`config.mk`:
```
export PLATFORM = sky130hd
export DESIGN_NAME = phase_current_sense_frontend_unit
export DESIGN_NICKNAME = d
export VERILOG_FILES = /design/src/design/pcsf_pkg.sv /design/src/design/pcsf_lane.sv /design/src/design/pcsf_merge.sv /design/src/design/phase_current_sense_frontend_unit.sv
export VERILOG_INCLUDE_DIRS = /design/src /design/src/design
export SDC_FILE = /design/constraint.sdc
export NUM_CORES = 1
export LEC_CHECK = 0
export ABC_AREA = 1
export CAP_MARGIN = 20
export CORE_MARGIN = 8
export CORE_UTILIZATION = 25
export CTS_BUF_LIST = sky130_fd_sc_hd__clkbuf_2
export DETAILED_ROUTE_END_ITERATION = 8
export DONT_BUFFER_PORTS = 1
export PLACE_DENSITY = 0.39
export SYNTH_ARGS = -nofsm -noshare
export SYNTH_HDL_FRONTEND = slang
export SYNTH_SLANG_ARGS = --single-unit
```
`constraint.sdc`:
```
create_clock -name clk -period 4.5 [get_ports clk]
set_input_delay 0.225 -clock clk [delete_from_list [all_inputs] [get_ports clk]]
set_output_delay 0.225 -clock clk [all_outputs]
set_load 0.02 [all_outputs]
```
`src/design/phase_current_sense_frontend_unit_defines.svh`:
```
// Assertion macros shared by the current sense front end modules.
// Each macro expects a clock named clk and an active-low reset named arst_n in scope.
`ifndef PHASE_CURRENT_SENSE_FRONTEND_UNIT_DEFINES_SVH
`define PHASE_CURRENT_SENSE_FRONTEND_UNIT_DEFINES_SVH

// The consequent must hold in the same cycle as the antecedent.
`define PCSF_ASSERT_SAME(lbl, ante, cons, msg) \
	lbl: assert property (@(posedge clk) disable iff (!arst_n) (ante) |-> (cons)) \
		else $error(msg);

// The consequent must hold in the cycle after the antecedent.
`define PCSF_ASSERT_NEXT(lbl, ante, cons, msg) \
	lbl: assert property (@(posedge clk) disable iff (!arst_n) (ante) |=> (cons)) \
		else $error(msg);

`endif

```
`src/design/pcsf_pkg.sv`:
```
// Shared widths, codes and the lane control type of the current sense front end.
// No dependencies; every module of the block and the testbench import this package.
package pcsf_pkg;

	localparam int SAMPLE_W = 12;
	localparam int OFS_W = 12;
	localparam int SUM_W = 18;
	localparam int ZOFS_W = 14;
	localparam int PHASE_W = 14;
	localparam int PHASE2_W = 15;
	localparam int IN_DATA_W = 24;
	localparam int OUT_DATA_W = 48;
	localparam int CAL_SAMPLES_DEF = 16;

	localparam logic [SAMPLE_W-1:0] SAMPLE_MAX = 12'hFFF;

	localparam logic MODE_CURRENT = 1'b0;
	localparam logic MODE_CAL = 1'b1;

	// Control that the top level hands to both channel lanes with each transfer.
	typedef struct packed {
		logic en;
		logic cal;
		logic restart;
		logic finish;
	} lane_ctrl_t;

endpackage

```
`src/design/pcsf_lane.sv`:
```
// One shunt channel: offset add, clamp, zero-current subtraction and calibration sums.
// Depends on pcsf_pkg.
module pcsf_lane (
	input  logic                          clk,
	input  logic                          arst_n,
	input  pcsf_pkg::lane_ctrl_t          ctrl,
	input  logic [pcsf_pkg::SAMPLE_W-1:0] sample,
	input  logic [pcsf_pkg::OFS_W-1:0]    conv_offset,
	output logic [pcsf_pkg::PHASE_W-1:0]  phase_s1
);
	import pcsf_pkg::*;

	localparam int ADJ_W = SAMPLE_W + 2;

	logic [ADJ_W-1:0]    adj;
	logic [SAMPLE_W-1:0] clamped;
	logic [PHASE_W-1:0]  phase;
	logic [SUM_W-1:0]    sum_base;
	logic [SUM_W-1:0]    sum_next;
	logic [SUM_W-1:0]    sum_q;
	logic [ZOFS_W-1:0]   zofs_q;

	// Sample plus signed converter offset, wide enough for the whole range.
	assign adj = {2'b00, sample} + {{(ADJ_W-OFS_W){conv_offset[OFS_W-1]}}, conv_offset};

	always_comb begin
		priority if (adj[ADJ_W-1]) begin
			clamped = '0;
		end else if (adj[ADJ_W-2]) begin
			clamped = SAMPLE_MAX;
		end else begin
			clamped = adj[SAMPLE_W-1:0];
		end
	end

	assign phase = {{(PHASE_W-SAMPLE_W){1'b0}}, clamped} - zofs_q;

	assign sum_base = ctrl.restart ? '0 : sum_q;
	assign sum_next = sum_base + {{(SUM_W-ADJ_W){adj[ADJ_W-1]}}, adj};

	always_ff @(posedge clk or negedge arst_n) begin
		if (!arst_n) begin
			sum_q <= '0;
			zofs_q <= '0;
		end else if (ctrl.en && ctrl.cal) begin
			sum_q <= sum_next;
			// The offset is the sum shifted right by four, i.e. its upper bits.
			if (ctrl.finish) begin
				zofs_q <= sum_next[SUM_W-1 -: ZOFS_W];
			end
		end
	end

	always_ff @(posedge clk) begin
		if (ctrl.en) begin
			phase_s1 <= ctrl.cal ? '0 : phase;
		end
	end

endmodule

```
`src/design/pcsf_merge.sv`:
```
// Merging stage: derives phase two from the lane results and holds the output register.
// Depends on pcsf_pkg and the assertion macro header.
`include "phase_current_sense_frontend_unit_defines.svh"
module pcsf_merge (
	input  logic                            clk,
	input  logic                            arst_n,
	input  logic                            s1_valid,
	input  logic [pcsf_pkg::PHASE_W-1:0]    p1_s1,
	input  logic [pcsf_pkg::PHASE_W-1:0]    p3_s1,
	input  logic                            done_s1,
	output logic                            adv,
	output logic                            m_tvalid,
	input  logic                            m_tready,
	// m_tdata, lowest bit up: phase_one[13:0], phase_two[28:14], phase_three[42:29], zeros
	output logic [pcsf_pkg::OUT_DATA_W-1:0] m_tdata,
	// m_tlast: calibration_done
	output logic                            m_tlast
);
	import pcsf_pkg::*;

	logic                out_valid_q;
	logic [PHASE_W-1:0]  out_p1_q;
	logic [PHASE2_W-1:0] out_p2_q;
	logic [PHASE_W-1:0]  out_p3_q;
	logic                out_done_q;
	logic [PHASE2_W-1:0] p2;
	logic [PHASE2_W-1:0] chk_sum;

	assign adv = !out_valid_q || m_tready;

	assign p2 = '0 - ({p1_s1[PHASE_W-1], p1_s1} + {p3_s1[PHASE_W-1], p3_s1});

	always_ff @(posedge clk or negedge arst_n) begin
		if (!arst_n) begin
			out_valid_q <= 1'b0;
		end else if (adv) begin
			out_valid_q <= s1_valid;
		end
	end

	always_ff @(posedge clk) begin
		if (adv && s1_valid) begin
			out_p1_q <= p1_s1;
			out_p2_q <= p2;
			out_p3_q <= p3_s1;
			out_done_q <= done_s1;
		end
	end

	assign m_tvalid = out_valid_q;
	assign m_tdata = {{(OUT_DATA_W-2*PHASE_W-PHASE2_W){1'b0}}, out_p3_q, out_p2_q, out_p1_q};
	assign m_tlast = out_done_q;

	assign chk_sum = out_p2_q + {out_p1_q[PHASE_W-1], out_p1_q} + {out_p3_q[PHASE_W-1], out_p3_q};

	`PCSF_ASSERT_SAME(a_done_zero, out_valid_q && out_done_q, out_p1_q == '0 && out_p3_q == '0 && out_p2_q == '0, "calibration result carries nonzero currents")
	`PCSF_ASSERT_SAME(a_p2_balance, out_valid_q, chk_sum == '0, "phase currents do not sum to zero")
	`PCSF_ASSERT_NEXT(a_load, adv && s1_valid, out_valid_q, "result lost between stage one and output")

endmodule

```
`src/design/phase_current_sense_frontend_unit.sv`:
```
// Top level of the phase current sense front end: handshakes, calibration counter,
// converter offset register, two channel lanes and the merging stage. Uses pcsf_pkg.
//
//  channel  signals                               direction  payload
//  s        s_tvalid s_tready s_tdata s_tuser     in         sample pair and mode
//  m        m_tvalid m_tready m_tdata m_tlast     out        phase currents and done flag
//  cfg      cfg_valid cfg_ready cfg_data          in         converter offset
//
// One item per cycle sustained while the output is not stalled; each result passes through
// the lane register and then the output register of the merging stage.
// Reset clears the counter, sums, zero offsets and converter offset; no clearing pass.
// A stall at the output holds both stages, and s_tready falls only when both are full.
// cfg_ready is always high.
`include "phase_current_sense_frontend_unit_defines.svh"
module phase_current_sense_frontend_unit #(
	parameter int CAL_SAMPLES = pcsf_pkg::CAL_SAMPLES_DEF
) (
	input  logic                            clk,
	input  logic                            arst_n,
	input  logic                            s_tvalid,
	output logic                            s_tready,
	// s_tdata, lowest bit up: sample_a[11:0], sample_b[23:12]
	input  logic [pcsf_pkg::IN_DATA_W-1:0]  s_tdata,
	// s_tuser: mode
	input  logic [0:0]                      s_tuser,
	output logic                            m_tvalid,
	input  logic                            m_tready,
	// m_tdata, lowest bit up: phase_one[13:0], phase_two[28:14], phase_three[42:29], zeros
	output logic [pcsf_pkg::OUT_DATA_W-1:0] m_tdata,
	// m_tlast: calibration_done
	output logic                            m_tlast,
	input  logic                            cfg_valid,
	output logic                            cfg_ready,
	input  logic [pcsf_pkg::OFS_W-1:0]      cfg_data
);
	import pcsf_pkg::*;

	localparam int CNT_W = $clog2(CAL_SAMPLES);
	localparam logic [CNT_W-1:0] CNT_LAST = CNT_W'(CAL_SAMPLES - 1);

	logic               s_accept;
	logic               cal_item;
	logic               cnt_last;
	logic [CNT_W-1:0]   cal_cnt_q;
	logic [OFS_W-1:0]   conv_offset_q;
	logic               s1_valid_q;
	logic               done_s1;
	logic               adv;
	lane_ctrl_t         ctrl;
	logic [PHASE_W-1:0] p1_s1;
	logic [PHASE_W-1:0] p3_s1;

	assign cfg_ready = 1'b1;
	assign s_tready = !s1_valid_q || adv;
	assign s_accept = s_tvalid && s_tready;
	assign cal_item = (s_tuser[0] == MODE_CAL);
	assign cnt_last = (cal_cnt_q == CNT_LAST);

	assign ctrl.en = s_accept;
	assign ctrl.cal = cal_item;
	assign ctrl.restart = (cal_cnt_q == '0);
	assign ctrl.finish = cnt_last;

	always_ff @(posedge clk or negedge arst_n) begin
		if (!arst_n) begin
			conv_offset_q <= '0;
		end else if (cfg_valid && cfg_ready) begin
			conv_offset_q <= cfg_data;
		end
	end

	always_ff @(posedge clk or negedge arst_n) begin
		if (!arst_n) begin
			cal_cnt_q <= '0;
		end else if (s_accept && cal_item) begin
			cal_cnt_q <= cnt_last ? '0 : cal_cnt_q + 1'b1;
		end
	end

	always_ff @(posedge clk or negedge arst_n) begin
		if (!arst_n) begin
			s1_valid_q <= 1'b0;
		end else if (s_tready) begin
			s1_valid_q <= s_tvalid;
		end
	end

	always_ff @(posedge clk) begin
		if (s_accept) begin
			done_s1 <= cal_item && cnt_last;
		end
	end

	pcsf_lane u_lane_a (
		.clk         (clk),
		.arst_n      (arst_n),
		.ctrl        (ctrl),
		.sample      (s_tdata[SAMPLE_W-1:0]),
		.conv_offset (conv_offset_q),
		.phase_s1    (p1_s1)
	);

	pcsf_lane u_lane_b (
		.clk         (clk),
		.arst_n      (arst_n),
		.ctrl        (ctrl),
		.sample      (s_tdata[2*SAMPLE_W-1:SAMPLE_W]),
		.conv_offset (conv_offset_q),
		.phase_s1    (p3_s1)
	);

	pcsf_merge u_merge (
		.clk      (clk),
		.arst_n   (arst_n),
		.s1_valid (s1_valid_q),
		.p1_s1    (p1_s1),
		.p3_s1    (p3_s1),
		.done_s1  (done_s1),
		.adv      (adv),
		.m_tvalid (m_tvalid),
		.m_tready (m_tready),
		.m_tdata  (m_tdata),
		.m_tlast  (m_tlast)
	);

	`PCSF_ASSERT_NEXT(a_cnt_wrap, s_accept && cal_item && cnt_last, cal_cnt_q == '0, "calibration counter did not restart after a run")
	`PCSF_ASSERT_NEXT(a_cnt_hold, s_accept && !cal_item, $stable(cal_cnt_q), "current sample moved the calibration counter")
	`PCSF_ASSERT_SAME(a_done_cnt, s1_valid_q && done_s1, cal_cnt_q == '0, "completed run left the counter running")

endmodule

```
==> run summary <==
Yosys cell types: 48
Core box area: 0.04185 mm2
Power Density: 669.7 mW/mm2
# nets final: 1469
Leak pwr: 5.579 nW
Worst Setup SP: conv_offset_q[0]
Die area: 0.04905 mm2
Largest net degree at the start of global routing: 83
H-tree Lvls: 4
Placed inst area: 0.01118 mm2
Root buffer cell: clkbuf_2
Crit share post-route: 92.32%
Final hold violations: 0
Area Growth Syn to Fin: 12.38%
Max incr delay on CP: 0.42 ns
Reg2reg path depth: 20
Final Max Slew Viols: 0
Routability cong.: 0.8314
Post-route clock skew: 0.04943 ns
Number of port buffers: 0
Crit path kind: flip-flop to flip-flop
CTS tree: done
Post-synth EDFFs: 73
Post-DRT Antenna Nets: 0
Final wirelength: 28.65 mm
Startpoint Class: flip-flop
Hold path depth: 4
Primary FF master, synth: dfrtp_1
Fill cell count: 4509
Design area: 0.01186 mm2
FF-to-FF End: u_lane_b.phase_s1[12]
Total clock buffers created by CTS: 17
Synth top cells by count: 208 x inv_1, 204 x nand2_1, 131 x o21ai_0
I/O Pins: 94
Asr flop ratio synth: 52.90%
Final setup vio count: 0
Clock latency on the worst-skew pair: 0.85 ns
Warning count from the yosys run: 0
Headroom to the max-slew limit: 61.24%
WP data arrival: 4.79 ns
Clk slew on worst S/H paths: 0.25 ns
Total negative slack: 0 ns
Cell with the most instances after synthesis: inv_1
Clock Tree Buf Depth: 2
CP Cell Sequence: ha_1 -> inv_1 -> fa_1 -> nand3b_1 -> nand2_1 -> nand3_2 -> nand4_2 -> nand2_4 -> o21ai_0 -> ha_1 -> inv_1 -> fa_1 -> a31oi_1 -> inv_1 -> a21oi_1 -> o21ai_0 -> a21oi_1 -> o21bai_1 -> o21ai_0 -> a21oi_1
Fmax: 0.2407 GHz
Cell family with most CP delay: compound AO/OA/AOI/OAI gates
Worst r2r src: conv_offset_q[0]
Area leader, netlist: edfxtp_1
First-pass GRT wire length: 46.49 mm
Vias/cell: 4.469
Vias in the first global route: 8458
Power, Total: 7.944 mW
Worst Hold Launch: m_tready
Worst hold-check path type: input port to flip-flop
Die height: 221.5 um
WP data required: 5.13 ns
Flops & latches, synth: 155
CP bufs+invs: 3
Max cap viols: 0
Post-route DRC: 0
Site Rows: 75
Post-synth top area share: 20.77%
Measured slew at the worst slew-check pin: 0.5795 ns
Top cells by area, synth: edfxtp_1 21%, dfrtp_1 19%, ha_1 14%, inv_1 7.4%, nand2_1 7.3%
Worst hold endpoint: u_merge.m_tvalid
Vias: 8307
Share of layout cells above drive strength 1: 5.989%
Worst Setup End Kind: flip-flop
Global Route Usage Sum: 11.84%
Initial DRC Count: 519
Final HPWL DP: 22.28 mm
CTS sink cnt: 155
Mean routed wirelength per cell: 15.41 um
Sequential fraction of the synthesis area: 40.21%
Total grt overflow: 0
Status: finished, final reports clean
Hold_ws: 0.1133 ns
Minimum clock period: 4.154 ns
Crit-path max FO: 12
Slowest cell on crit path: dfrtp_1
Worst vdd ir: 223.8 uV
Mapped Area: 0.01056 mm2
Cells after Synth: 1268
Initial Utilization: 25.22%
Mapped Avg Cell Area: 8.324 um2
Reg2reg setup slack: 0.35 ns
Initial DRT Pass Iterations: 5
Layout Utilization: 28.34%
Antenna violations before repair: 1
Chip width: 221.5 um
RSZ-0062 raised after global routing: false
==> repair_timing <==
action                                  in CTS  in global routing
endpoints found under the hold margin      189                  0
hold buffers                                34                  0
buffers inserted                             0                  0
gates resized for setup                      0                  5
endpoints found under the setup margin       0                  4
==> cells in the final DEF (no fill, tap or decap), drive strengths merged, types with 7 or more instances in the layout <==
cell and n:
mux2 10, clkbuf 20, xor2 25, a31oi 9, o22ai 12, edfxtp 73
nand2 210, nand3 70, buf 12, xnor2 19, nand4 12, fa 7
dfrtp 82, nor3 11, o21ai 137, ha 114, inv 215, dlygate4sd3 32
a21oi 114, nor2 94
==> tightest hold or removal path, delay by kind of cell <==
kind                   cells  cell delay, ns
buffers and inverters      2            0.61
AND/OR/NAND/NOR            2            0.10
==> layer usage <==
metal  part of all wire [%]  vias to the layer above  GRT usage (%)  wire, um
li1                       -                     4308              -         -
met1                     52                     3842          16.19     14770
met2                     43                      144          18.35     12230
met3                    5.0                       13          3.439      1438
met4                   0.75                        0          2.544       214
met5                      0                        -              0         0
==> kinds of logic after synthesis <==
| group | count (synthesis) | share of synthesized area, % |
|---|---|---|
| and+or+nand+nor | 406 | 16.63 |
| AOI/OAI and AO/OA | 290 | 14.57 |
| buffers and inverters | 240 | 8.890 |
| DFF | 155 | 40.21 |
| adders and majority gates | 121 | 14.84 |
| xor gates and xnor gates | 44 | 3.722 |
| muxes | 10 | 1.067 |
| other | 2 | 0.07115 |
==> flip-flops by register name (all words and copies together), names as in the netlist, 4 cells and up <==
register and cells:
u_lane_a.sum_q 18, u_lane_b.sum_q 18, u_merge.out_p2_q 15, u_lane_a.phase_s1 14, u_lane_a.zofs_q 14, u_lane_b.phase_s1 14
u_lane_b.zofs_q 14, u_merge.out_p1_q 14, u_merge.out_p3_q 14, conv_offset_q 12, cal_cnt_q 4
==> power breakdown <==
group / switching, mW / internal, mW
sequential: 0.369 / 2.14
clock: 0.592 / 0.324
combinational: 2.88 / 1.65
==> worst max path at each step <==
stage                                 end  cells after the start
finish              u_lane_b.phase_s1[12]                     20
floorplan           u_lane_b.phase_s1[12]                     21
global placement    u_lane_a.phase_s1[12]                     20
global route        u_lane_a.phase_s1[12]                     21
detailed placement  u_lane_a.phase_s1[12]                     20
CTS                 u_lane_a.phase_s1[12]                     20
==> final cells by class <==
| class | instances | area (um2) | area share [%] |
|---|---|---|---|
| multi-input cells | 877 | 5420 | 45.70 |
| clock buffers | 20 | 100.1 | 0.8439 |
| well taps | 539 | 674.4 | 5.686 |
| clock inverters | 12 | 157.7 | 1.329 |
| repair buffers | 44 | 470.5 | 3.966 |
| flip-flops and latches | 155 | 4244 | 35.78 |
| inverters | 211 | 792.0 | 6.677 |
| diodes | 1 | 2.502 | 0.02110 |
==> per-stage QoR <==
| step | instances | setup slack, ns |
|---|---|---|
| after floorplan | 1272 | 0.8209 |
| after global placement | 1791 | 0.1333 |
| after detailed placement | 1791 | 0.2150 |
| after CTS | 1857 | 0.2120 |
| after global routing | 1859 | 0.02986 |
| final | 1859 | 0.3456 |
Power figures use the tool's default switching activity.
